[src/rtl/spc_pkg.sv]
// ----------------------------------------------------------------------------
// spc_pkg: shared types and constants of the sine pulse pixel color block
// Widths, register codes, reset values, reciprocal constants and the
// brightness tables built at elaboration from a fixed-point sine series.
// ----------------------------------------------------------------------------
package spc_pkg;

  localparam int unsigned SINE_STEPS   = 1024;
  localparam int unsigned MAX_PIXELS   = 1024;
  localparam int unsigned PALETTE_SIZE = 5;
  localparam int unsigned NUM_PAL_REGS = 5;

  localparam int unsigned SINE_BITS   = $clog2(SINE_STEPS);
  localparam int unsigned QUART_BITS  = SINE_BITS - 2;
  localparam int unsigned QUART_STEPS = SINE_STEPS / 4;

  localparam int unsigned PIX_W      = 10;
  localparam int unsigned TIME_W     = 32;
  localparam int unsigned CYC_W      = 16;
  localparam int unsigned CNT_W      = 3;
  localparam int unsigned COLOR_W    = 24;
  localparam int unsigned CH_W       = 8;
  localparam int unsigned NUM_CH     = COLOR_W / CH_W;
  localparam int unsigned BRIGHT_W   = 9;
  localparam int unsigned ENTRY_W    = 3;
  localparam int unsigned CFG_IDX_W  = 3;
  localparam int unsigned CFG_DATA_W = 24;

  localparam int unsigned FRONT_STAGES = 2;
  localparam int unsigned PH_STAGES    = SINE_BITS + 1;
  localparam int unsigned SHADE_STAGES = 2;
  localparam int unsigned LATENCY      = FRONT_STAGES + TIME_W + PH_STAGES + SHADE_STAGES;

  // floor(x * MUL >> SH) equals floor(x / d) over the full input range
  localparam int unsigned DIV3_PIX_MUL = 683;
  localparam int unsigned DIV3_PIX_SH  = 11;
  localparam int unsigned DIV5_PIX_MUL = 205;
  localparam int unsigned DIV5_PIX_SH  = 10;
  localparam int unsigned DIV3_CYC_MUL = 43691;
  localparam int unsigned DIV3_CYC_SH  = 17;
  localparam int unsigned DIV5_CYC_MUL = 52429;
  localparam int unsigned DIV5_CYC_SH  = 18;

  typedef enum logic [CFG_IDX_W-1:0] {
    CFG_COLOR_COUNT   = 3'd0,
    CFG_CYCLE_LENGTH  = 3'd1,
    CFG_PALETTE_ZERO  = 3'd2,
    CFG_PALETTE_ONE   = 3'd3,
    CFG_PALETTE_TWO   = 3'd4,
    CFG_PALETTE_THREE = 3'd5,
    CFG_PALETTE_FOUR  = 3'd6
  } cfg_reg_e;

  localparam logic [CNT_W-1:0] COUNT_RESET = 3'd5;
  localparam logic [CYC_W-1:0] CYCLE_RESET = 16'd1000;
  localparam logic [NUM_PAL_REGS-1:0][COLOR_W-1:0] PAL_RESET = {
    24'hE44E04, 24'h940101, 24'hD20000, 24'hDE3207, 24'hC10909
  };

  typedef struct packed {
    logic [CNT_W-1:0]                     count;
    logic [CYC_W-1:0]                     cycle;
    logic [NUM_PAL_REGS-1:0][COLOR_W-1:0] palette;
  } cfg_t;

  typedef struct packed {
    logic [PIX_W-1:0]   pix;
    logic [TIME_W-1:0]  tm;
    logic [ENTRY_W-1:0] entry;
    logic [CYC_W-1:0]   seg;
  } front1_t;

  typedef struct packed {
    logic [PIX_W-1:0]   pix;
    logic [TIME_W-1:0]  tm;
    logic [CYC_W-1:0]   shift;
    logic [COLOR_W-1:0] color;
  } front_t;

  typedef struct packed {
    logic [PIX_W-1:0]   pix;
    logic [TIME_W-1:0]  tm;
    logic [CYC_W-1:0]   rem;
    logic [CYC_W-1:0]   shift;
    logic [COLOR_W-1:0] color;
  } tmod_t;

  typedef struct packed {
    logic [PIX_W-1:0]     pix;
    logic [COLOR_W-1:0]   color;
    logic [CYC_W-1:0]     rem;
    logic [SINE_BITS-1:0] k;
  } phase_t;

  localparam logic [63:0] HALF_PI_Q30 = 64'h0000_0000_6487_ED51;
  localparam logic [63:0] Q30_ONE     = 64'h0000_0000_4000_0000;
  localparam logic [63:0] TOL         = 64'h0000_0000_0000_4000;

  // sin of (pi/2)*a/SINE_STEPS in Q30 by a truncated nested series
  function automatic logic [63:0] sin_q30(input logic [63:0] a);
    logic [63:0] x;
    logic [63:0] x2;
    logic [63:0] t;
    logic [63:0] d;
    x  = (HALF_PI_Q30 * a) / SINE_STEPS;
    x2 = (x * x) >> 30;
    t  = Q30_ONE;
    d  = ((x2 * t) >> 30) / 64'd156;
    t  = (d >= Q30_ONE) ? 64'd0 : Q30_ONE - d;
    d  = ((x2 * t) >> 30) / 64'd110;
    t  = (d >= Q30_ONE) ? 64'd0 : Q30_ONE - d;
    d  = ((x2 * t) >> 30) / 64'd72;
    t  = (d >= Q30_ONE) ? 64'd0 : Q30_ONE - d;
    d  = ((x2 * t) >> 30) / 64'd42;
    t  = (d >= Q30_ONE) ? 64'd0 : Q30_ONE - d;
    d  = ((x2 * t) >> 30) / 64'd20;
    t  = (d >= Q30_ONE) ? 64'd0 : Q30_ONE - d;
    d  = ((x2 * t) >> 30) / 64'd6;
    t  = (d >= Q30_ONE) ? 64'd0 : Q30_ONE - d;
    return (x * t) >> 30;
  endfunction

  function automatic logic [BRIGHT_W-1:0] bright_of(input logic [63:0] a, input logic neg);
    logic [63:0] m;
    logic [63:0] v;
    m = 64'd128 * sin_q30(a);
    if (!neg) begin
      v = 64'd128 + ((m + TOL) >> 30);
    end else if (m <= TOL) begin
      v = 64'd128;
    end else begin
      v = 64'd128 - ((m - TOL + Q30_ONE - 64'd1) >> 30);
    end
    return v[BRIGHT_W-1:0];
  endfunction

  function automatic logic [QUART_STEPS*BRIGHT_W-1:0] bright_tab(input logic neg);
    logic [QUART_STEPS*BRIGHT_W-1:0] tab;
    tab = '0;
    for (int j = 0; j < QUART_STEPS; j++) begin
      tab[j*BRIGHT_W +: BRIGHT_W] = bright_of(64'(4 * j), neg);
    end
    return tab;
  endfunction

  localparam logic [QUART_STEPS*BRIGHT_W-1:0] POS_TAB = bright_tab(1'b0);
  localparam logic [QUART_STEPS*BRIGHT_W-1:0] NEG_TAB = bright_tab(1'b1);
  localparam logic [BRIGHT_W-1:0] POS_FULL = bright_of(64'(SINE_STEPS), 1'b0);
  localparam logic [BRIGHT_W-1:0] NEG_FULL = bright_of(64'(SINE_STEPS), 1'b1);

endpackage

[src/rtl/spc_phase.sv]
// ----------------------------------------------------------------------------
// spc_phase: shifted phase and sine step
// Adds the offset modulo the cycle, then forms the step index
// floor(u * SINE_STEPS / cycle) one quotient bit per stage.
// ----------------------------------------------------------------------------
module spc_phase (
  input  logic                      clk_i,
  input  logic                      rst_ni,
  input  logic                      valid_i,
  input  spc_pkg::tmod_t            data_i,
  input  logic [spc_pkg::CYC_W-1:0] cycle_i,
  output logic                      valid_o,
  output spc_pkg::phase_t           data_o
);
  import spc_pkg::*;

  phase_t               st_d [PH_STAGES];
  phase_t               st_q [PH_STAGES];
  logic [PH_STAGES-1:0] valid_q;

  always_comb begin
    phase_t         prev;
    logic [CYC_W:0] sum;
    logic [CYC_W:0] trial;
    sum = {1'b0, data_i.rem} + {1'b0, data_i.shift};
    st_d[0].pix   = data_i.pix;
    st_d[0].color = data_i.color;
    st_d[0].k     = '0;
    if (sum >= {1'b0, cycle_i}) begin
      st_d[0].rem = CYC_W'(sum - {1'b0, cycle_i});
    end else begin
      st_d[0].rem = CYC_W'(sum);
    end
    for (int i = 1; i < PH_STAGES; i++) begin
      prev    = st_q[i-1];
      trial   = {prev.rem, 1'b0};
      st_d[i] = prev;
      if (trial >= {1'b0, cycle_i}) begin
        st_d[i].rem = CYC_W'(trial - {1'b0, cycle_i});
        st_d[i].k   = {prev.k[SINE_BITS-2:0], 1'b1};
      end else begin
        st_d[i].rem = CYC_W'(trial);
        st_d[i].k   = {prev.k[SINE_BITS-2:0], 1'b0};
      end
    end
  end

  always_ff @(posedge clk_i or negedge rst_ni) begin
    if (!rst_ni) begin
      valid_q <= '0;
    end else begin
      valid_q <= {valid_q[PH_STAGES-2:0], valid_i};
    end
  end

  always_ff @(posedge clk_i) begin
    for (int i = 0; i < PH_STAGES; i++) begin
      st_q[i] <= st_d[i];
    end
  end

  assign valid_o = valid_q[PH_STAGES-1];
  assign data_o  = st_q[PH_STAGES-1];

endmodule

[config.mk]
export PLATFORM = sky130hd
export DESIGN_NAME = spc_phase
export DESIGN_NICKNAME = d
export VERILOG_FILES = /design/src/rtl/spc_pkg.sv /design/src/rtl/spc_phase.sv
export SDC_FILE = /design/constraint.sdc
export NUM_CORES = 1
export LEC_CHECK = 0
export BUFFER_PORTS_ARGS = -buffer_cell sky130_fd_sc_hd__buf_2
export CAP_MARGIN = 20
export CORE_UTILIZATION = 50
export DETAILED_ROUTE_END_ITERATION = 8
export PLACE_DENSITY = 0.72
export SLEW_MARGIN = 30
export SYNTH_ARGS = -nofsm -noshare
export SYNTH_HDL_FRONTEND = slang
export SYNTH_SLANG_ARGS = --single-unit
[constraint.sdc]
create_clock -name clk_i -period 3.75 [get_ports clk_i]
set_clock_uncertainty 0.05 [all_clocks]
set_input_delay 0 -clock clk_i [delete_from_list [all_inputs] [get_ports clk_i]]
set_output_delay 0 -clock clk_i [all_outputs]
set_load 0.005 [all_outputs]
-- After elaboration in Yosys (flattened, before gate mapping)
Memory sizes are Yosys's and may differ from the RTL's.
Cells that the tools add are included.
- add/sub/neg operators: 12
- order comparisons: 11
- muxes and demuxes: 11
- operator list (cell ; number):
    $mux W26 ; 10
    $ge A17 B16 Y1 ; 11
    $sub A16 B16 Y16 ; 11
    $add A16 B16 Y17 ; 1
    $mux W16 ; 1
- flip-flop bits (word level): 11
- RAM bits: 660
- input port bits: 117
- output and inout bits: 61
- word-level logic and storage cells: 36
- memories kept: 1
- memory list (memory ; depth ; width ; read ports ; clocked after memory_dff ; write ports ; RTL line ; text):
    st_q ; 11 ; 60 ; 11 ; 0 ; 11 ; spc_phase.sv:18 ; phase_t st_q [PH_STAGES];

-- Depth between registers and ports, before layout
- depth in word-level cells: 3
- mapped depth: 19
- gate-level depth less buffers: 17

-- Worst setup path before layout
OpenSTA, ideal clock, no wires.
- kind: input to register
- start point: input data_i[24] (netlist name)
- end point: memory st_q[0][16] (netlist name)
- setup time: 0.121 ns
- arrival time: 3.535 ns
- data required time: 3.579 ns
- path slack: 0.044 ns
- stages on the path: 17
- path buffers: 2
- path through: ha_1 > fa_1 > a211oi_1 > nor2_1 > o41ai_2 > o221ai_1 > o31a_1 > a211o_1 > ha_1 > nand4_1 > nor4_1 > nor3_1 > and3_1 > a21bo_1 > buf_6 > buf_12 > mux2_4
- RTL lines (element ; RTL line ; text):
    start, declared ; spc_phase.sv:10 ; input spc_pkg::tmod_t data_i,
    end, declared ; spc_phase.sv:18 ;

==> impl_metrics.py <==
metrics = {
    "die": {
        "fp-row-count": 78,
        "die_area_sq_um": 47100,
        "coreArea_sq_um": 45500,
        "ios": 178,
        "start_util_pct": 50.9,
        "die_x_um": 217,
        "die_y_um": 217,
    },
    "clocking": {
        "cts-root-buf": "clkbuf_16",
        "path_clk_slew_ns": 0.06,
        "clk_path_buf_depth": 3,
        "cts_tree": "built",
        "clock_sink_count": 616,
        "clk_latency_ns": 0.62,
        "numCtsBuffers": 58,
        "h-tree-depth": 2,
    },
    "logic_synthesis": {
        "yosys.area.top_type": "dfxtp_1",
        "synth_nets": 2399,
        "synthFlopType": "dfxtp_1",
        "yosysMostFrequentCell": "dfxtp_1",
        "netlist_area_sq_um": 23100,
        "ys_ff_latch": 616,
        "synthCells": 2078,
        "synthDominantCellAreaShare_pct": 52.4,
        "ys_top_cells_by_count": "605 x dfxtp_1, 192 x ha_1, 155 x a21oi_1",
        "postSynth.asyncResetShare_pct": 1.79,
        "synth_area_per_cell_sq_um": 11.1,
        "synth_cell_types": 84,
        "seq_area_frac_synth_pct": 53.6,
        "netlist_top_cells_area": "dfxtp_1 52%, ha_1 10%, mux2_2 4.5%",
        "synth_edf_count": 0,
        "ys_warn_count": 0,
    },
    "worst_setup_path": {
        "crit_buf_inv": 4,
        "cp_num_cells": 18,
        "reg2reg_from": "st_q[7][10]",
        "cp.arrival_ns": 4.15,
        "path_cells": "dlygate4sd3_1 -> buf_2 -> ha_2 -> o21ai_1 -> nor2_2 -> o41ai_4 -> o221ai_2 -> o31a_1 -> buf_4 -> a211o_1 -> ha_4 -> nand4_1 -> nor4_2 -> nor3_1 -> and3_1 -> a21bo_4 -> buf_6 -> mux2_2",
        "cpMaxStageDelayCell": "dlygate4sd3_1",
        "cp_max_fo": 5,
        "cp-end-kind": "register",
        "start_kind": "input port",
        "cp.required_ns": 4.20,
        "reg2reg_depth": 10,
        "crit_type": "in2reg",
        "cp-startpoint": "data_i[43]",
        "slowest_delay_ns": 0.52,
        "cp_top_family": "compound AO/OA/AOI/OAI gates",
    },
    "cells_and_area": {
        "drive_gt1_share_pct": 18.2,
        "final_core_util_pct": 61.5,
        "finalNetCount": 2733,
        "area_delta_synth_final_pct": 20.9,
    },
    "timing": {
        "worstMarginPinSlew_ns": 0.941,
        "setup_viol": 0,
        "relSlewSlack_pct": 37.2,
        "final.min_clock_period_ns": 3.69,
        "max_freq_mhz": 271,
        "fin_ws_ns": 0.0579,
        "hold_ws_ns": 0.0242,
        "slew_viol_final": 0,
        "fin_crit_sh_pct": 98.5,
        "finalHoldViolCount": 0,
    },
    "global_routing": {
        "grtUsageTotal_pct": 22.2,
        "grt_max_degree": 29,
        "overflow": 0,
        "antenna_found_initial": 3,
        "grt_pass1_wl_um": 82400,
        "grt_pass1_vias": 16000,
    },
    "hold_path": {
        "hold_path.class": "in2reg",
        "whs_path_depth": 2,
        "hp-start": "data_i[96]",
    },
    "placement": {
        "place_hpwl_um": 36300,
        "place_ws_ns": -0.253,
        "numPortBuffers": 145,
        "gp_congestion": 0.881,
    },
    "detailed_routing": {
        "drcViolationCount": 0,
        "ant_nets": 0,
        "firstDrtPassIters": 5,
        "first_iter_violations": 663,
        "routedWlPerCell_um": 17.4,
        "wirelength_um": 53400,
        "vias": 16200,
        "vias_per_cell": 5.30,
    },
    "power": {
        "p_per_area_nw_per_um2": 908,
        "irDropWorstVdd_v": 0.000569,
        "p_leak_nw": 12.3,
    },
    "job": {
        "cap_violations": 0,
    },
    "outcome": {
        "status": "complete, no violations",
    },
}
[cells in the final DEF (no fill, tap or decap), types with 50 or more instances in the layout]
cell	instances
dfxtp_1	605
ha_1	189
a21oi_1	154
buf_2	144
nor2_1	139
o21ai_0	109
nand2_1	96
mux2_2	92
dlygate4sd3_1	91
xnor2_1	82
inv_1	66
clkbuf_16	58
buf_4	55
a21o_1	50
[per-layer routing]
layer	up-vias	global-route usage (%)	part of all wire [%]
li1	8051	-	-
met1	7653	26.2	42
met2	387	40.3	51
met3	112	3.47	4.1
met4	0	8.38	3.3
met5	-	0	0
[per-stage QoR]
step,std cells,total power [W],setup TNS [ns],cell area (sq um)
floorplan,2078,0.0167,0,23100
global placement,2853,0.0188,-1.38,24900
detailed placement,2853,0.0191,-3.18,24900
CTS,3051,0.0253,0,27800
global route,3060,0.0270,-0.233,28000
finish,3060,0.0254,0,28000
[sequential cells by signal, indices dropped and copies added (netlist names)]
register  flops
st_q        605
valid_q      11
[layout make-up]
type,count,area [sq um]
antenna,1,2.50
multi-input combinational,1375,10500
fill,3570,17500
clock buffer,80,1620
inverter,67,251
sequential,616,12400
timing repair buffer,294,2090
clock inverter,27,402
tap,600,751
[worst register-to-register path: stages, from the launching register on]
cell,delay (ns)
dfxtp_1,0.31
ha_1,0.29
nor2b_1,0.14
o21ai_0,0.23
a21oi_1,0.17
nor4_2,0.41
nor2_1,0.19
a211oi_1,0.26
o311a_1,0.19
buf_4,0.26
mux2_2,0.41
[power by group]
group          switching, W  internal [W]
registers          0.000753       0.00816
clock network       0.00251       0.00354
logic               0.00543       0.00500
[cells by family after synthesis]
logic type      count (synthesis)  share of synthesized area [%]
simple gates                  440                           9.44
compound gates                490                           13.5
buf+inv                        87                           1.66
mux                           117                           5.76
flops                         616                           53.6
fa+ha+maj                     204                           11.4
xor+xnor                      124                           4.70
[timing repair]
| action | in CTS | in global routing |
|---|---|---|
| gates resized for setup | 0 | 25 |
| endpoints found under the hold margin | 56 | 1 |
| hold buffers | 91 | 1 |
| setup buffers | 0 | 7 |
| endpoints found under the setup margin | 0 | 16 |
[path summary, 6_finish.rpt]
kind / endpoint / slack [ns]
max: st_q[0][15] / 0.06
min: st_q[0][58] / 0.02
max reg2reg: st_q[8][24] / 0.72
min reg2reg: st_q[4][45] / 0.27
max in group asynchronous: valid_q[5] / 2.92
min in group asynchronous: valid_q[8] / 0.37
Note: power is estimated with default switching activity, not from simulation.
