$ cat src/rtl/spc_pkg.sv
// ----------------------------------------------------------------------------
// spc_pkg: shared types and constants of the sine pulse pixel color block
// Widths, register codes, reset values, reciprocal constants and the
// brightness tables built at elaboration from a fixed-point sine series.
// ----------------------------------------------------------------------------
package spc_pkg;

  localparam int unsigned SINE_STEPS   = 1024;
  localparam int unsigned MAX_PIXELS   = 1024;
  localparam int unsigned PALETTE_SIZE = 5;
  localparam int unsigned NUM_PAL_REGS = 5;

  localparam int unsigned SINE_BITS   = $clog2(SINE_STEPS);
  localparam int unsigned QUART_BITS  = SINE_BITS - 2;
  localparam int unsigned QUART_STEPS = SINE_STEPS / 4;

  localparam int unsigned PIX_W      = 10;
  localparam int unsigned TIME_W     = 32;
  localparam int unsigned CYC_W      = 16;
  localparam int unsigned CNT_W      = 3;
  localparam int unsigned COLOR_W    = 24;
  localparam int unsigned CH_W       = 8;
  localparam int unsigned NUM_CH     = COLOR_W / CH_W;
  localparam int unsigned BRIGHT_W   = 9;
  localparam int unsigned ENTRY_W    = 3;
  localparam int unsigned CFG_IDX_W  = 3;
  localparam int unsigned CFG_DATA_W = 24;

  localparam int unsigned FRONT_STAGES = 2;
  localparam int unsigned PH_STAGES    = SINE_BITS + 1;
  localparam int unsigned SHADE_STAGES = 2;
  localparam int unsigned LATENCY      = FRONT_STAGES + TIME_W + PH_STAGES + SHADE_STAGES;

  // floor(x * MUL >> SH) equals floor(x / d) over the full input range
  localparam int unsigned DIV3_PIX_MUL = 683;
  localparam int unsigned DIV3_PIX_SH  = 11;
  localparam int unsigned DIV5_PIX_MUL = 205;
  localparam int unsigned DIV5_PIX_SH  = 10;
  localparam int unsigned DIV3_CYC_MUL = 43691;
  localparam int unsigned DIV3_CYC_SH  = 17;
  localparam int unsigned DIV5_CYC_MUL = 52429;
  localparam int unsigned DIV5_CYC_SH  = 18;

  typedef enum logic [CFG_IDX_W-1:0] {
    CFG_COLOR_COUNT   = 3'd0,
    CFG_CYCLE_LENGTH  = 3'd1,
    CFG_PALETTE_ZERO  = 3'd2,
    CFG_PALETTE_ONE   = 3'd3,
    CFG_PALETTE_TWO   = 3'd4,
    CFG_PALETTE_THREE = 3'd5,
    CFG_PALETTE_FOUR  = 3'd6
  } cfg_reg_e;

  localparam logic [CNT_W-1:0] COUNT_RESET = 3'd5;
  localparam logic [CYC_W-1:0] CYCLE_RESET = 16'd1000;
  localparam logic [NUM_PAL_REGS-1:0][COLOR_W-1:0] PAL_RESET = {
    24'hE44E04, 24'h940101, 24'hD20000, 24'hDE3207, 24'hC10909
  };

  typedef struct packed {
    logic [CNT_W-1:0]                     count;
    logic [CYC_W-1:0]                     cycle;
    logic [NUM_PAL_REGS-1:0][COLOR_W-1:0] palette;
  } cfg_t;

  typedef struct packed {
    logic [PIX_W-1:0]   pix;
    logic [TIME_W-1:0]  tm;
    logic [ENTRY_W-1:0] entry;
    logic [CYC_W-1:0]   seg;
  } front1_t;

  typedef struct packed {
    logic [PIX_W-1:0]   pix;
    logic [TIME_W-1:0]  tm;
    logic [CYC_W-1:0]   shift;
    logic [COLOR_W-1:0] color;
  } front_t;

  typedef struct packed {
    logic [PIX_W-1:0]   pix;
    logic [TIME_W-1:0]  tm;
    logic [CYC_W-1:0]   rem;
    logic [CYC_W-1:0]   shift;
    logic [COLOR_W-1:0] color;
  } tmod_t;

  typedef struct packed {
    logic [PIX_W-1:0]     pix;
    logic [COLOR_W-1:0]   color;
    logic [CYC_W-1:0]     rem;
    logic [SINE_BITS-1:0] k;
  } phase_t;

  localparam logic [63:0] HALF_PI_Q30 = 64'h0000_0000_6487_ED51;
  localparam logic [63:0] Q30_ONE     = 64'h0000_0000_4000_0000;
  localparam logic [63:0] TOL         = 64'h0000_0000_0000_4000;

  // sin of (pi/2)*a/SINE_STEPS in Q30 by a truncated nested series
  function automatic logic [63:0] sin_q30(input logic [63:0] a);
    logic [63:0] x;
    logic [63:0] x2;
    logic [63:0] t;
    logic [63:0] d;
    x  = (HALF_PI_Q30 * a) / SINE_STEPS;
    x2 = (x * x) >> 30;
    t  = Q30_ONE;
    d  = ((x2 * t) >> 30) / 64'd156;
    t  = (d >= Q30_ONE) ? 64'd0 : Q30_ONE - d;
    d  = ((x2 * t) >> 30) / 64'd110;
    t  = (d >= Q30_ONE) ? 64'd0 : Q30_ONE - d;
    d  = ((x2 * t) >> 30) / 64'd72;
    t  = (d >= Q30_ONE) ? 64'd0 : Q30_ONE - d;
    d  = ((x2 * t) >> 30) / 64'd42;
    t  = (d >= Q30_ONE) ? 64'd0 : Q30_ONE - d;
    d  = ((x2 * t) >> 30) / 64'd20;
    t  = (d >= Q30_ONE) ? 64'd0 : Q30_ONE - d;
    d  = ((x2 * t) >> 30) / 64'd6;
    t  = (d >= Q30_ONE) ? 64'd0 : Q30_ONE - d;
    return (x * t) >> 30;
  endfunction

  function automatic logic [BRIGHT_W-1:0] bright_of(input logic [63:0] a, input logic neg);
    logic [63:0] m;
    logic [63:0] v;
    m = 64'd128 * sin_q30(a);
    if (!neg) begin
      v = 64'd128 + ((m + TOL) >> 30);
    end else if (m <= TOL) begin
      v = 64'd128;
    end else begin
      v = 64'd128 - ((m - TOL + Q30_ONE - 64'd1) >> 30);
    end
    return v[BRIGHT_W-1:0];
  endfunction

  function automatic logic [QUART_STEPS*BRIGHT_W-1:0] bright_tab(input logic neg);
    logic [QUART_STEPS*BRIGHT_W-1:0] tab;
    tab = '0;
    for (int j = 0; j < QUART_STEPS; j++) begin
      tab[j*BRIGHT_W +: BRIGHT_W] = bright_of(64'(4 * j), neg);
    end
    return tab;
  endfunction

  localparam logic [QUART_STEPS*BRIGHT_W-1:0] POS_TAB = bright_tab(1'b0);
  localparam logic [QUART_STEPS*BRIGHT_W-1:0] NEG_TAB = bright_tab(1'b1);
  localparam logic [BRIGHT_W-1:0] POS_FULL = bright_of(64'(SINE_STEPS), 1'b0);
  localparam logic [BRIGHT_W-1:0] NEG_FULL = bright_of(64'(SINE_STEPS), 1'b1);

endpackage

$ cat src/rtl/spc_shade.sv
// ----------------------------------------------------------------------------
// spc_shade: brightness lookup and channel scaling
// Folds the step into one quadrant, reads the brightness table, then
// scales each channel by brightness / 256 into the output register.
// ----------------------------------------------------------------------------
module spc_shade (
  input  logic                        clk_i,
  input  logic                        rst_ni,
  input  logic                        valid_i,
  input  spc_pkg::phase_t             data_i,
  output logic                        result_valid_o,
  output logic [spc_pkg::PIX_W-1:0]   out_pixel_index_o,
  output logic [spc_pkg::COLOR_W-1:0] pixel_color_o
);
  import spc_pkg::*;

  logic [QUART_BITS-1:0] offs;
  logic [QUART_BITS-1:0] idx;
  logic                  odd;
  logic                  neg;
  logic                  full;
  logic [BRIGHT_W-1:0]   bright_d;

  logic                  a_valid_q;
  logic [PIX_W-1:0]      a_pix_q;
  logic [COLOR_W-1:0]    a_color_q;
  logic [BRIGHT_W-1:0]   a_bright_q;

  logic [COLOR_W-1:0]    color_d;
  logic                  out_valid_q;
  logic [PIX_W-1:0]      out_pix_q;
  logic [COLOR_W-1:0]    out_color_q;

  always_comb begin
    offs = data_i.k[QUART_BITS-1:0];
    odd  = data_i.k[SINE_BITS-2];
    neg  = data_i.k[SINE_BITS-1];
    idx  = odd ? QUART_BITS'(~offs + 1'b1) : offs;
    full = odd && (offs == '0);
    if (full) begin
      bright_d = neg ? NEG_FULL : POS_FULL;
    end else if (neg) begin
      bright_d = NEG_TAB[idx*BRIGHT_W +: BRIGHT_W];
    end else begin
      bright_d = POS_TAB[idx*BRIGHT_W +: BRIGHT_W];
    end
  end

  always_comb begin
    logic [CH_W+BRIGHT_W-1:0] prod;
    color_d = '0;
    for (int c = 0; c < NUM_CH; c++) begin
      prod = {{BRIGHT_W{1'b0}}, a_color_q[c*CH_W +: CH_W]} *
             {{CH_W{1'b0}}, a_bright_q};
      color_d[c*CH_W +: CH_W] = prod[CH_W +: CH_W];
    end
  end

  always_ff @(posedge clk_i or negedge rst_ni) begin
    if (!rst_ni) begin
      a_valid_q   <= 1'b0;
      out_valid_q <= 1'b0;
    end else begin
      a_valid_q   <= valid_i;
      out_valid_q <= a_valid_q;
    end
  end

  always_ff @(posedge clk_i) begin
    a_pix_q     <= data_i.pix;
    a_color_q   <= data_i.color;
    a_bright_q  <= bright_d;
    out_pix_q   <= a_pix_q;
    out_color_q <= color_d;
  end

  assign result_valid_o    = out_valid_q;
  assign out_pixel_index_o = out_pix_q;
  assign pixel_color_o     = out_color_q;

endmodule

$ cat config.mk
export PLATFORM = sky130hd
export DESIGN_NAME = spc_shade
export DESIGN_NICKNAME = d
export VERILOG_FILES = /design/src/rtl/spc_pkg.sv /design/src/rtl/spc_shade.sv
export SDC_FILE = /design/constraint.sdc
export NUM_CORES = 1
export LEC_CHECK = 0
export BUFFER_PORTS_ARGS = -buffer_cell sky130_fd_sc_hd__buf_4
export CORE_ASPECT_RATIO = 1.5
export CORE_MARGIN = 3
export CORE_UTILIZATION = 35
export CTS_BUF_LIST = sky130_fd_sc_hd__clkbuf_2 sky130_fd_sc_hd__clkbuf_4 sky130_fd_sc_hd__clkbuf_8
export CTS_CLUSTER_DIAMETER = 100
export DETAILED_ROUTE_END_ITERATION = 12
export PLACE_DENSITY = 0.51
export SYNTH_ARGS = -nofsm -noshare
export SYNTH_HDL_FRONTEND = slang
export SYNTH_SLANG_ARGS = --single-unit
$ cat constraint.sdc
create_clock -name clk_i -period 6.6 [get_ports clk_i]
set_clock_uncertainty 0.05 [all_clocks]
set_input_delay 1.32 -clock clk_i [delete_from_list [all_inputs] [get_ports clk_i]]
set_output_delay 1.32 -clock clk_i [all_outputs]
set_load 0.05 [all_outputs]
* Yosys cells after proc, flatten, opt, wreduce, memory -nomap -nowiden *
Cells that the tools add are included.
Widths: inputs -> output; s select.

word-level totals
  register bits after elaboration = 79
  latch bits = 0
  RAM bits = 0
  memory bits (read-only) = 0
  bits of input ports = 63
  word-level logic and storage cells = 21
  memories kept = 0

operators by class
  $add $sub $neg = 1
  $mul = 4
  div/mod/pow operators = 0
  $lt $le $gt $ge = 0
  equality and inequality tests = 0
  shift-type cells = 2
  mux-type cells = 4
  bitwise gates (word level) = 1
  reduce and logical (&&, ||, !) cells = 2

operators with widths
  operator                    count
  $shiftx 2304x13->9 const A  2
  $mul 8x9->16                3
  $mux 9                      3
  $mul 8x4->12 const B        1
  $add 8x1->8 const B         1
  $logic_not 8->1             1
  $mux 8                      1
  $not 8->8                   1
  $logic_and 1x1->1           1

* Longest topological paths before layout *
  depth in word-level cells = 7
  mapped depth = 19
  depth with buffers taken out = 18

* Worst setup path after synthesis *
No wires, ideal clock.

  path kind = flip-flop to flip-flop
  from = register a_bright_q[5]
  to = register out_color_q[23] (netlist: pixel_color_o[23])
  setup time = 72 ps
  data arrival time = 4465 ps
  data required time = 6478 ps
  setup slack = 2013 ps
  stages on the path, launching flop included = 18
  clock period less this slack = 4587 ps
  path through = dfxtp_1 -> clkbuf_1 -> nand2_1 -> fa_1 -> fa_1 -> inv_1 -> fa_1 -> inv_1 -> fa_1 -> inv_1 -> ha_1 -> nand3_1 -> nand2_1 -> a41o_1 -> or4_1 -> a311o_1 -> a21oi_1 -> xnor2_1

between the ends
  cells in the longest elaborated chain, start to end = 1

RTL lines
  element                   line             text
  start: declaration        spc_shade.sv:27  logic [BRIGHT_W-1:0] a_bright_q;
  start signal: assignment  spc_shade.sv:72  a_bright_q <= bright_d;
  $mul 8x9->16              spc_shade.sv:53  prod = {{BRIGHT_W{1'b0}}, a_color_q[c*CH_W +: CH_W]} *
  via color_d[23]           spc_shade.sv:29  logic [COLOR_W-1:0] color_d;
  end signal: assignment    spc_shade.sv:74  out_color_q <= color_d;
  end: declaration          spc_shade.sv:32  logic [COLOR_W-1:0] out_color_q;

The timed path passes the listed nets, and every way through them passes these cells.

* Worst setup path in the final report *
  from = register a_bright_q[5]
  to = register out_color_q[15] (netlist: pixel_color_o[15])

Same word-level chain as after synthesis.

==> metrics <==
RSZ-0062 raised after global routing=no; commonest cells after routing, fill and taps aside=inv_1, and2_1, fa_1; RD Place Congestion=0.838; worst min path class=reg2reg; Avg WL per Cell=17.3 um; CP required=6.89 ns; Hold Vio Cnt, Final=0; clk root buf=clkbuf_8; via count=9051; Syn. warnings=0; max-slew violations=0; Setup WS pre-CTS=1.32 ns; Combinational Power Share=75.2%; CTS tree=done; Post-synth EDFFs=0; # diodes=0; Sequential Power Share=16.1%; uppermost layer routed=met4; max_cap viols=0; Iteration-0 DRC Markers=557; Num Clock Sinks=79; Hold Startpoint=a_pix_q[7]$_DFF_P_; slowest stage delay, CP=0.94 ns; Hold EP=out_pixel_index_o[7]$_DFF_P_; Distinct cells, synth=82; chip width=149 um; WP data arrival=5.50 ns; placed insts=1709; Seq/Total Area, Yosys=14.8%; # rows=78; Synthesized Nets=1568; drt pass-1 iters=5; number of H-tree levels=3; drt total wl=29.8 mm; Clock Latency Late Sink=0.41 ns; # resized after CTS=0; largest family of logic cells by synthesized area=adder cells; initial antenna violation count=0; mux share of post-synthesis cell area=1.01%; Residual DRC=0; R2R Setup Slk=1.39 ns; grt ovf=0; Clock Pin Slew Worst Setup and Hold Paths=0.10 ns; Setup Buffers After CTS=0; status=finished clean; commonest non-fill, non-tap cell in the layout=inv_1; setup ws final=1.39 ns; Max clock buf depth=2; Yosys top cell by area=fa_1; largest net degree at the start of global routing=81; Setup crit end kind=flop; M1 WL=11.4 mm; R2R cell count=15; P_sw=2.30 mW; Yosys reg bits=79; Reg-to-Reg End=pixel_color_o[15]$_DFF_P_; post-synthesis xor/xnor area fraction=5.03%; Netlist Area Pre-Place=0.0108 mm^2; Core Box Area=0.0303 mm^2; metal2 WL=15.9 mm; hold path depth=0; top cell type's share of synthesized area=22.3%; ys async rst share=2.53%; Post-CTS Hold Buffers=0; CP startpoint=a_bright_q[5]$_SDFF_PP0_; worst-path fanout max=24; Fmax=192 MHz; Routed Antenna Nets=0; clock network power share=8.7%; WL met3=966 um; crit path cell chain=and2_1 -> fa_1 -> fa_1 -> fa_1 -> inv_1 -> fa_1 -> inv_1 -> ha_1 -> nand3_1 -> nand2_1 -> a41o_1 -> or4_1 -> a311o_1 -> a21oi_1 -> xnor2_1; final net count=1602; Max VDD drop=212 uV; io pins=98; prevailing post-synth register cell=dfxtp_1; critical setup path kind=reg2reg; first-pass GRT wire length=49.0 mm; Initial Util=35.6%; Syn Area/Cell=8.38 um^2; Synth area leaders=fa_1, dfxtp_1, ha_1; gr usage total=18.6%; Slew HR=25.0%; pwr/cell area=378 mW/mm^2; share of post-route cells with drive strength above 1=10.7%; worst slew pin tran=1.09 ns; Die Y-Extent=221 um; Pint=2.19 mW; CP dominant cell by count=fa_1; # port buffers=81; vias in the first global route=9507; compound-gate portion of the synthesized area=15.0%; Vias/cell=5.25; Post-Synth Adder-Cell Area=34.0%; Slowest-stage cell, CP=dfxtp_1; sw frac=51.2%; crit path launch type=flop; Area Growth Syn to Fin=10.5%; P_leak=5.57 nW; post-synthesis cell count=1286; simple-gate area share of the yosys netlist=20.7%; fin crit share=78.9%; final setup violation count=0; setup TNS=0 ns; # fillers=3172; TritonCTS Buffers=9; min Tclk post-route=5.21 ns; die area=0.0330 mm^2; reg2reg start=a_bright_q[5]$_SDFF_PP0_; half-perimeter wire length after placement=22.1 mm; non-filler instance count after layout=1725
[worst max-delay path by stage]
| stage | slack (ns) | depth (start not counted) | end |
|---|---|---|---|
| floorplan | 2.01 | 17 | pixel_color_o[23]$_DFF_P_ |
| global placement | 1.38 | 16 | pixel_color_o[23]$_DFF_P_ |
| detailed placement | 1.32 | 16 | pixel_color_o[23]$_DFF_P_ |
| CTS | 1.30 | 15 | pixel_color_o[15]$_DFF_P_ |
| global route | 1.06 | 16 | pixel_color_o[23]$_DFF_P_ |
| finish | 1.39 | 15 | pixel_color_o[15]$_DFF_P_ |
[power groups by stage]
stage          combinational [mW]  sequential, mW  clock (mW)
2_1_floorplan                2.41           0.931           0
3_3_place_gp                 3.40           0.741           0
3_5_place_dp                 3.44           0.742           0
4_1_cts                      3.47           0.731       0.414
5_1_grt                      3.89           0.743       0.425
6_report                     3.38           0.725       0.390
[routing by layer]
| metal | up-vias | GRT usage [%] |
|---|---|---|
| met3 | 75 | 2.42 |
| met1 | 4437 | 20.7 |
| li1 | 4311 | - |
| met4 | 0 | 9.75 |
| met5 | - | 0 |
| met2 | 228 | 34.0 |
[cell type report]
class / instances / area, um^2 / area share (%)
Sequential cell: 79 / 1590 / 13.4
Clock buffer: 9 / 124 / 1.04
Multi-Input combinational cell: 956 / 8210 / 68.9
Timing Repair Buffer: 101 / 758 / 6.37
Clock inverter: 7 / 75.1 / 0.631
Inverter: 173 / 649 / 5.45
Tap cell: 400 / 500 / 4.20
[state kept, by name (all words and copies together), names as in the netlist]
| name | flops |
|---|---|
| a_bright_q | 9 |
| a_color_q | 24 |
| a_pix_q | 10 |
| a_valid_q | 1 |
| out_pixel_index_o | 10 |
| pixel_color_o | 24 |
| result_valid_o | 1 |
[critical path: cells and delay by family, from the launching register on]
kind | cells | cell delay [ns]
fa+ha+maj | 5 | 2.29
flops | 1 | 0.94
simple gates | 4 | 0.87
compound gates | 3 | 0.75
xor+xnor | 1 | 0.13
buf+inv | 2 | 0.10
[per-stage QoR]
stage | hold WS, ns | cell area [um^2] | power (mW) | util (%)
floorplan | 0.260 | 10800 | 3.34 | -
global placement | 0.260 | 11700 | 4.14 | 38.7
detailed placement | 0.263 | 11700 | 4.18 | 38.7
CTS | 0.287 | 11900 | 4.61 | 39.4
global route | 0.295 | 11900 | 5.06 | 39.4
finish | 0.284 | 11900 | 4.50 | 39.4
[cells in the mapped netlist (29+ instances only)]
cell / instances
fa_1: 120
xnor2_1: 46
inv_1: 173
nor2_1: 57
nand2_1: 112
clkbuf_1: 43
dfxtp_1: 77
o21ai_0: 52
and2_1: 162
a21oi_1: 55
nand3_1: 29
ha_1: 99
[kinds of logic after synthesis]
kind of cell	after synthesis
simple gates	428
buf+inv	251
compound gates	236
fa+ha+maj	221
flops	79
xor+xnor	61
mux	10
Note: power is estimated with default switching activity, not from simulation.
