## src/rtl/spc_pkg.sv

```systemverilog
// ----------------------------------------------------------------------------
// spc_pkg: shared types and constants of the sine pulse pixel color block
// Widths, register codes, reset values, reciprocal constants and the
// brightness tables built at elaboration from a fixed-point sine series.
// ----------------------------------------------------------------------------
package spc_pkg;

  localparam int unsigned SINE_STEPS   = 1024;
  localparam int unsigned MAX_PIXELS   = 1024;
  localparam int unsigned PALETTE_SIZE = 5;
  localparam int unsigned NUM_PAL_REGS = 5;

  localparam int unsigned SINE_BITS   = $clog2(SINE_STEPS);
  localparam int unsigned QUART_BITS  = SINE_BITS - 2;
  localparam int unsigned QUART_STEPS = SINE_STEPS / 4;

  localparam int unsigned PIX_W      = 10;
  localparam int unsigned TIME_W     = 32;
  localparam int unsigned CYC_W      = 16;
  localparam int unsigned CNT_W      = 3;
  localparam int unsigned COLOR_W    = 24;
  localparam int unsigned CH_W       = 8;
  localparam int unsigned NUM_CH     = COLOR_W / CH_W;
  localparam int unsigned BRIGHT_W   = 9;
  localparam int unsigned ENTRY_W    = 3;
  localparam int unsigned CFG_IDX_W  = 3;
  localparam int unsigned CFG_DATA_W = 24;

  localparam int unsigned FRONT_STAGES = 2;
  localparam int unsigned PH_STAGES    = SINE_BITS + 1;
  localparam int unsigned SHADE_STAGES = 2;
  localparam int unsigned LATENCY      = FRONT_STAGES + TIME_W + PH_STAGES + SHADE_STAGES;

  // floor(x * MUL >> SH) equals floor(x / d) over the full input range
  localparam int unsigned DIV3_PIX_MUL = 683;
  localparam int unsigned DIV3_PIX_SH  = 11;
  localparam int unsigned DIV5_PIX_MUL = 205;
  localparam int unsigned DIV5_PIX_SH  = 10;
  localparam int unsigned DIV3_CYC_MUL = 43691;
  localparam int unsigned DIV3_CYC_SH  = 17;
  localparam int unsigned DIV5_CYC_MUL = 52429;
  localparam int unsigned DIV5_CYC_SH  = 18;

  typedef enum logic [CFG_IDX_W-1:0] {
    CFG_COLOR_COUNT   = 3'd0,
    CFG_CYCLE_LENGTH  = 3'd1,
    CFG_PALETTE_ZERO  = 3'd2,
    CFG_PALETTE_ONE   = 3'd3,
    CFG_PALETTE_TWO   = 3'd4,
    CFG_PALETTE_THREE = 3'd5,
    CFG_PALETTE_FOUR  = 3'd6
  } cfg_reg_e;

  localparam logic [CNT_W-1:0] COUNT_RESET = 3'd5;
  localparam logic [CYC_W-1:0] CYCLE_RESET = 16'd1000;
  localparam logic [NUM_PAL_REGS-1:0][COLOR_W-1:0] PAL_RESET = {
    24'hE44E04, 24'h940101, 24'hD20000, 24'hDE3207, 24'hC10909
  };

  typedef struct packed {
    logic [CNT_W-1:0]                     count;
    logic [CYC_W-1:0]                     cycle;
    logic [NUM_PAL_REGS-1:0][COLOR_W-1:0] palette;
  } cfg_t;

  typedef struct packed {
    logic [PIX_W-1:0]   pix;
    logic [TIME_W-1:0]  tm;
    logic [ENTRY_W-1:0] entry;
    logic [CYC_W-1:0]   seg;
  } front1_t;

  typedef struct packed {
    logic [PIX_W-1:0]   pix;
    logic [TIME_W-1:0]  tm;
    logic [CYC_W-1:0]   shift;
    logic [COLOR_W-1:0] color;
  } front_t;

  typedef struct packed {
    logic [PIX_W-1:0]   pix;
    logic [TIME_W-1:0]  tm;
    logic [CYC_W-1:0]   rem;
    logic [CYC_W-1:0]   shift;
    logic [COLOR_W-1:0] color;
  } tmod_t;

  typedef struct packed {
    logic [PIX_W-1:0]     pix;
    logic [COLOR_W-1:0]   color;
    logic [CYC_W-1:0]     rem;
    logic [SINE_BITS-1:0] k;
  } phase_t;

  localparam logic [63:0] HALF_PI_Q30 = 64'h0000_0000_6487_ED51;
  localparam logic [63:0] Q30_ONE     = 64'h0000_0000_4000_0000;
  localparam logic [63:0] TOL         = 64'h0000_0000_0000_4000;

  // sin of (pi/2)*a/SINE_STEPS in Q30 by a truncated nested series
  function automatic logic [63:0] sin_q30(input logic [63:0] a);
    logic [63:0] x;
    logic [63:0] x2;
    logic [63:0] t;
    logic [63:0] d;
    x  = (HALF_PI_Q30 * a) / SINE_STEPS;
    x2 = (x * x) >> 30;
    t  = Q30_ONE;
    d  = ((x2 * t) >> 30) / 64'd156;
    t  = (d >= Q30_ONE) ? 64'd0 : Q30_ONE - d;
    d  = ((x2 * t) >> 30) / 64'd110;
    t  = (d >= Q30_ONE) ? 64'd0 : Q30_ONE - d;
    d  = ((x2 * t) >> 30) / 64'd72;
    t  = (d >= Q30_ONE) ? 64'd0 : Q30_ONE - d;
    d  = ((x2 * t) >> 30) / 64'd42;
    t  = (d >= Q30_ONE) ? 64'd0 : Q30_ONE - d;
    d  = ((x2 * t) >> 30) / 64'd20;
    t  = (d >= Q30_ONE) ? 64'd0 : Q30_ONE - d;
    d  = ((x2 * t) >> 30) / 64'd6;
    t  = (d >= Q30_ONE) ? 64'd0 : Q30_ONE - d;
    return (x * t) >> 30;
  endfunction

  function automatic logic [BRIGHT_W-1:0] bright_of(input logic [63:0] a, input logic neg);
    logic [63:0] m;
    logic [63:0] v;
    m = 64'd128 * sin_q30(a);
    if (!neg) begin
      v = 64'd128 + ((m + TOL) >> 30);
    end else if (m <= TOL) begin
      v = 64'd128;
    end else begin
      v = 64'd128 - ((m - TOL + Q30_ONE - 64'd1) >> 30);
    end
    return v[BRIGHT_W-1:0];
  endfunction

  function automatic logic [QUART_STEPS*BRIGHT_W-1:0] bright_tab(input logic neg);
    logic [QUART_STEPS*BRIGHT_W-1:0] tab;
    tab = '0;
    for (int j = 0; j < QUART_STEPS; j++) begin
      tab[j*BRIGHT_W +: BRIGHT_W] = bright_of(64'(4 * j), neg);
    end
    return tab;
  endfunction

  localparam logic [QUART_STEPS*BRIGHT_W-1:0] POS_TAB = bright_tab(1'b0);
  localparam logic [QUART_STEPS*BRIGHT_W-1:0] NEG_TAB = bright_tab(1'b1);
  localparam logic [BRIGHT_W-1:0] POS_FULL = bright_of(64'(SINE_STEPS), 1'b0);
  localparam logic [BRIGHT_W-1:0] NEG_FULL = bright_of(64'(SINE_STEPS), 1'b1);

endpackage

```

## src/rtl/spc_tmod.sv

```systemverilog
// ----------------------------------------------------------------------------
// spc_tmod: time modulo cycle
// Restoring remainder pipeline, one time bit per stage.
// ----------------------------------------------------------------------------
module spc_tmod (
  input  logic                      clk_i,
  input  logic                      rst_ni,
  input  logic                      valid_i,
  input  spc_pkg::front_t           data_i,
  input  logic [spc_pkg::CYC_W-1:0] cycle_i,
  output logic                      valid_o,
  output spc_pkg::tmod_t            data_o
);
  import spc_pkg::*;

  tmod_t             st_d [TIME_W];
  tmod_t             st_q [TIME_W];
  logic [TIME_W-1:0] valid_q;

  always_comb begin
    tmod_t          prev;
    logic [CYC_W:0] trial;
    for (int i = 0; i < TIME_W; i++) begin
      if (i == 0) begin
        prev.pix   = data_i.pix;
        prev.tm    = data_i.tm;
        prev.rem   = '0;
        prev.shift = data_i.shift;
        prev.color = data_i.color;
      end else begin
        prev = st_q[i-1];
      end
      trial      = {prev.rem, prev.tm[TIME_W-1]};
      st_d[i]    = prev;
      st_d[i].tm = prev.tm << 1;
      if (trial >= {1'b0, cycle_i}) begin
        st_d[i].rem = CYC_W'(trial - {1'b0, cycle_i});
      end else begin
        st_d[i].rem = CYC_W'(trial);
      end
    end
  end

  always_ff @(posedge clk_i or negedge rst_ni) begin
    if (!rst_ni) begin
      valid_q <= '0;
    end else begin
      valid_q <= {valid_q[TIME_W-2:0], valid_i};
    end
  end

  always_ff @(posedge clk_i) begin
    for (int i = 0; i < TIME_W; i++) begin
      st_q[i] <= st_d[i];
    end
  end

  assign valid_o = valid_q[TIME_W-1];
  assign data_o  = st_q[TIME_W-1];

endmodule

```

## config.mk

```make
export PLATFORM = sky130hd
export DESIGN_NAME = spc_tmod
export DESIGN_NICKNAME = d
export VERILOG_FILES = /design/src/rtl/spc_pkg.sv /design/src/rtl/spc_tmod.sv
export SDC_FILE = /design/constraint.sdc
export NUM_CORES = 2
export LEC_CHECK = 0
export BUFFER_PORTS_ARGS = -buffer_cell sky130_fd_sc_hd__clkbuf_2
export CAP_MARGIN = 20
export CORE_MARGIN = 1
export CORE_UTILIZATION = 50
export DETAILED_ROUTE_END_ITERATION = 8
export PLACE_DENSITY = 0.73
export SKIP_LAST_GASP = 1
export SLEW_MARGIN = 40
export SYNTH_ARGS = -nofsm -noshare
export SYNTH_HDL_FRONTEND = slang
export SYNTH_SLANG_ARGS = --single-unit
```

## constraint.sdc

```tcl
create_clock -name clk_i -period 6.1 [get_ports clk_i]
set_clock_uncertainty 0.2 [all_clocks]
set_input_delay 0.305 -clock clk_i [delete_from_list [all_inputs] [get_ports clk_i]]
set_output_delay 0.305 -clock clk_i [all_outputs]
set_load 0.01 [all_outputs]
```

* Yosys cells after proc, flatten, opt, wreduce, memory -nomap -nowiden
Memories as Yosys holds them, arrays and structs flattened.
Index checks and enable logic that the tools add are counted.
** Storage, ports and cells
- Bits of input ports :: 101
- Output and inout port bits :: 99
- Bits in writable memories :: 3104
- Word-level logic and storage cells :: 98
- Register bits :: 32
- Memories kept :: 1
** Cells by class
- Muxes and demuxes :: 32
- $lt $le $gt $ge :: 32
- Add/subtract/negate cells :: 32
** Memories
- st_q :: words 32, width 97, read ports 32, clocked after Yosys merged registers in 0, write ports 32, RTL line spc_tmod.sv:17 : tmod_t st_q [TIME_W];
** Operators by type and width (count)
- greater-or-equal comparator 17 x 16 -> 1 bit :: 31
- two-way mux 16 bit :: 32
- subtractor 16 bit :: 31
- greater-or-equal comparator 1 x 16 -> 1 bit :: 1
- subtractor 1 x 16 -> 16 bit :: 1

* Logic depth before layout (Yosys ltp)
An unclocked memory read counts as a cell.
- Depth after elaboration :: 3
- Mapped depth :: 14
- Mapped depth without buffers :: 13

* Least setup slack after synthesis
No wires, ideal clock.
- Path type :: input port to flip-flop
- Start :: input port cycle_i[1] (netlist name)
- End :: memory st_q[0][1117] (netlist name)
- Data arrival time :: 5.229 ns
- Path slack :: 0.548 ns
- Required time :: 5.777 ns
- Stages on the path :: 11
- Cell sequence :: clkinv_1 > ha_1 > nor2b_1 > o31ai_2 > a21oi_1 > o41ai_4 > o21ai_1 > or4_4 > a21oi_4 > buf_6 > mux2_1
** RTL lines
- start, declared :: RTL line spc_tmod.sv:10 : input logic [spc_pkg::CYC_W-1:0] cycle_i,
- end, declared :: RTL line spc_tmod.sv:17

==> summary.json <==
{
  "clock_path_buffers": {"value": 3},
  "synth_cell_type_count": {"value": 102},
  "synth_area": {"value": 0.0814, "unit": "mm²"},
  "route.final.wire_length": {"value": 155000, "unit": "µm"},
  "cts_resized": {"value": 0},
  "place.detailed.hpwl": {"value": 95200, "unit": "µm"},
  "grt_util_all_layers": {"value": 18.7, "unit": "%"},
  "largest_net_degree_at_the_start_of_global_routing": {"value": 33},
  "total_power": {"value": 49.4, "unit": "mW"},
  "highest_layer": {"value": "met4"},
  "synthToLayoutAreaGrowth": {"value": 16.4, "unit": "%"},
  "total_clock_buffers_created_by_cts": {"value": 238},
  "dr.first_iter.drc_count": {"value": 2512},
  "tritoncts": {"value": "done"},
  "max-slew-margin-rel": {"value": 44.0, "unit": "%"},
  "finalHoldViolations": {"value": 0},
  "die-height": {"value": 406, "unit": "µm"},
  "post-route-drc-count": {"value": 0},
  "synth-seq-cells": {"value": 2640},
  "drv_slew": {"value": 0},
  "timing.hold.worst.class": {"value": "flip-flop to flip-flop"},
  "fp.dieArea": {"value": 0.165, "unit": "mm²"},
  "tritoncts_num_sinks": {"value": 2640},
  "cp_data_required_time": {"value": 6.60, "unit": "ns"},
  "max_cap_viol_count": {"value": 0},
  "antenna-diode-count": {"value": 0},
  "met2WireLength": {"value": 76500, "unit": "µm"},
  "timing.final.crit_share": {"value": 62.8, "unit": "%"},
  "routed-via-count": {"value": 46400},
  "worstSkewPairLatency": {"value": 0.89, "unit": "ns"},
  "wl_met1": {"value": 67400, "unit": "µm"},
  "setup-tns-final": {"value": 0, "unit": "ns"},
  "critical_path_capture_point_type": {"value": "flip-flop"},
  "drt-wirelength-per-cell": {"value": 16.6, "unit": "µm"},
  "critPathLaunchType": {"value": "primary input"},
  "num-nets-final": {"value": 7599},
  "fin_crit": {"value": 3.83, "unit": "ns"},
  "clock.fmax": {"value": 261, "unit": "MHz"},
  "vdd.ir_drop.worst": {"value": 0.000323, "unit": "V"},
  "via_per_inst": {"value": 4.97},
  "port-buffer-count": {"value": 167},
  "postSynth.asyncResetShare": {"value": 1.21, "unit": "%"},
  "top_level_i_o_count": {"value": 200},
  "finalSetupViolCount": {"value": 0},
  "number_of_antenna_violations_at_the_first_check_in_global_routing": {"value": 0},
  "grt_pass1_vias": {"value": 47300},
  "first_pass_iters": {"value": 5},
  "power_leakage": {"value": 40.9, "unit": "nW"},
  "initial_utilization": {"value": 50.6, "unit": "%"},
  "critical_path_peak_fanout": {"value": 16},
  "arrival": {"value": 4.34, "unit": "ns"},
  "grt_pass1_wl": {"value": 245000, "unit": "µm"},
  "n_fill_cell": {"value": 12600},
  "yosysWarnings": {"value": 0},
  "synth_cells": {"value": 6468},
  "core_region_area": {"value": 0.161, "unit": "mm²"},
  "wl_met3": {"value": 6610, "unit": "µm"},
  "postSynth.topFlopCell": {"value": "dfxtp_1"},
  "rsz0062_at_grt": {"value": "false"},
  "timing_worst_setup_path_type": {"value": "primary input to flip-flop"},
  "grt_overflow": {"value": 0},
  "drtAntennaViolNets": {"value": 0},
  "synth.avg_cell_area": {"value": 12.6, "unit": "µm²"},
  "synth.yosys.seq_area_share": {"value": 65.1, "unit": "%"},
  "post_route_cells_drive_above_1_share": {"value": 13.7, "unit": "%"},
  "power_density": {"value": 521, "unit": "mW/mm²"},
  "clk_transition_reported_paths": {"value": 0.07, "unit": "ns"},
  "worst_pin_slew": {"value": 0.840, "unit": "ns"},
  "synth_edf_count": {"value": 0},
  "cts_max_level": {"value": 4},
  "place.gp.congestion": {"value": 0.886},
  "die_w": {"value": 406, "unit": "µm"},
  "cts_root_buffer": {"value": "clkbuf_16"},
  "rows": {"value": 147},
  "outcome": {"value": "completed"}
}
-- layer usage --
| layer | global-route usage (%) | up-vias |
|---|---|---|
| met5 | 0 | - |
| met4 | 6.81 | 0 |
| met3 | 3.21 | 303 |
| met2 | 32.8 | 1002 |
| met1 | 22.8 | 21800 |
| li1 | - | 23300 |
-- synthesized netlist by cell type, drive strengths merged, types with 17 or more instances --
| cell type | number | area share [%] |
|---|---|---|
| o21bai | 51 | 0.47 |
| fa | 31 | 0.76 |
| and4 | 18 | 0.19 |
| nor3 | 81 | 0.52 |
| mux2i | 21 | 0.26 |
| inv | 169 | 0.78 |
| nand2b | 61 | 0.47 |
| o21a | 75 | 0.69 |
| nand4 | 59 | 0.45 |
| nor2b | 57 | 0.44 |
| a211oi | 36 | 0.36 |
| a2111oi | 18 | 0.24 |
| o41ai | 17 | 0.25 |
| a31oi | 29 | 0.29 |
| ha | 498 | 7.7 |
| buf | 139 | 1.3 |
| nor2 | 330 | 1.5 |
| or3 | 32 | 0.25 |
| and3 | 22 | 0.17 |
| or2 | 18 | 0.14 |
| dfrtp | 32 | 0.98 |
| a21o | 131 | 1.2 |
| a21oi | 407 | 2.5 |
| mux2 | 291 | 4.1 |
| xor2 | 146 | 1.6 |
| xnor2 | 222 | 2.4 |
| o21ai | 304 | 1.9 |
| nor4 | 32 | 0.25 |
| o31ai | 23 | 0.22 |
| dfxtp | 2608 | 64 |
| and2 | 18 | 0.14 |
| o31a | 25 | 0.27 |
| clkbuf | 27 | 0.12 |
| nand2 | 228 | 1.1 |
| nand3 | 69 | 0.42 |
| o211ai | 20 | 0.20 |
-- flip-flops by register name, indices dropped and copies added (netlist names) --
register / count
st_q: 2608
valid_q: 32
-- timing repair --
item                      4_1_cts  5_1_grt
buffers inserted                0        0
hold endpoints to repair      130        0
hold buffers                  176        0
-- worst max-delay path, stage by stage --
cell and delay, ns:
dlygate4sd3_1 0.54, clkbuf_2 0.12, inv_2 0.55, ha_1 0.41
o21ai_0 0.22, a21oi_1 0.10, o41ai_2 0.45, o21ai_1 0.17
nor4_1 0.29, nor2_1 0.13, nor3_4 0.62, mux2_2 0.41
-- cell usage in the layout (no fill, tap or decap), types with 33 or more instances in the layout --
master            n
a211oi_1         33
xor2_1          146
dlygate4sd3_1   175
o21bai_1         51
dfxtp_1        2608
nor2_1          330
mux2_2          244
nor2b_1          57
clkinv_2         57
clkbuf_1         44
inv_1           161
nand2_1         227
nand3_1          69
clkbuf_8         48
o21a_1           74
o21ai_0         269
xnor2_1         222
clkbuf_16       239
ha_1            498
nand2b_1         61
clkbuf_2        167
a21o_1          131
buf_4            48
a21oi_1         401
nor3_1           78
nand4_1          59
-- worst paths after layout --
check / slack [ns] / start / cells past startpoint / end
max reg2reg: 2.48 / st_q[0][331]$_DFF_P_ / 10 / st_q[0][442]$_DFF_P_
min in group asynchronous: 0.29 / rst_ni / 4 / valid_q[11]$_DFF_PN0_
min: 0.05 / st_q[0][1333]$_DFF_P_ / 0 / st_q[0][1431]$_DFF_P_
max in group asynchronous: 5.25 / rst_ni / 4 / valid_q[28]$_DFF_PN0_
min reg2reg: 0.05 / st_q[0][1333]$_DFF_P_ / 0 / st_q[0][1431]$_DFF_P_
max: 2.27 / cycle_i[4] / 12 / st_q[0][442]$_DFF_P_
-- cell families after synthesis --
group | synth area share, %
DFF | 65.1
buffers and inverters | 2.16
and+or+nand+nor | 6.24
muxes | 4.40
other | 0.00460
AOI/OAI and AO/OA | 9.74
xor gates and xnor gates | 3.96
adders and majority gates | 8.41
-- layout make-up --
| cell class | count | area, µm² | share of cell area [%] |
|---|---|---|---|
| clock buffer | 331 | 6810 | 7.18 |
| tap | 2160 | 2700 | 2.85 |
| clock inverter | 119 | 1710 | 1.80 |
| sequential | 2640 | 53000 | 55.9 |
| timing repair buffer | 396 | 3070 | 3.24 |
| multi-input combinational | 3523 | 26800 | 28.3 |
| inverter | 170 | 643 | 0.679 |
-- power by group --
part	switching, mW	internal [mW]
Sequential	1.18	19.5
Clock	6.54	9.06
Combinational	6.78	6.39
-- stage by stage --
step           std cells  worst slack [ns]  hold WS, ns  cell area, µm²  util (%)
2_1_floorplan       6499             0.548       -0.191           81600         -
3_3_place_gp        8713              1.63        0.109           84400      52.4
3_5_place_dp        8713              1.73        0.112           84500      52.4
4_1_cts             9339              2.36       0.0357           94800      58.8
5_1_grt             9339              2.20       0.0298           94800      58.8
6_report            9339              2.27       0.0465           94800      58.8
(Power assumes the default switching activity.)
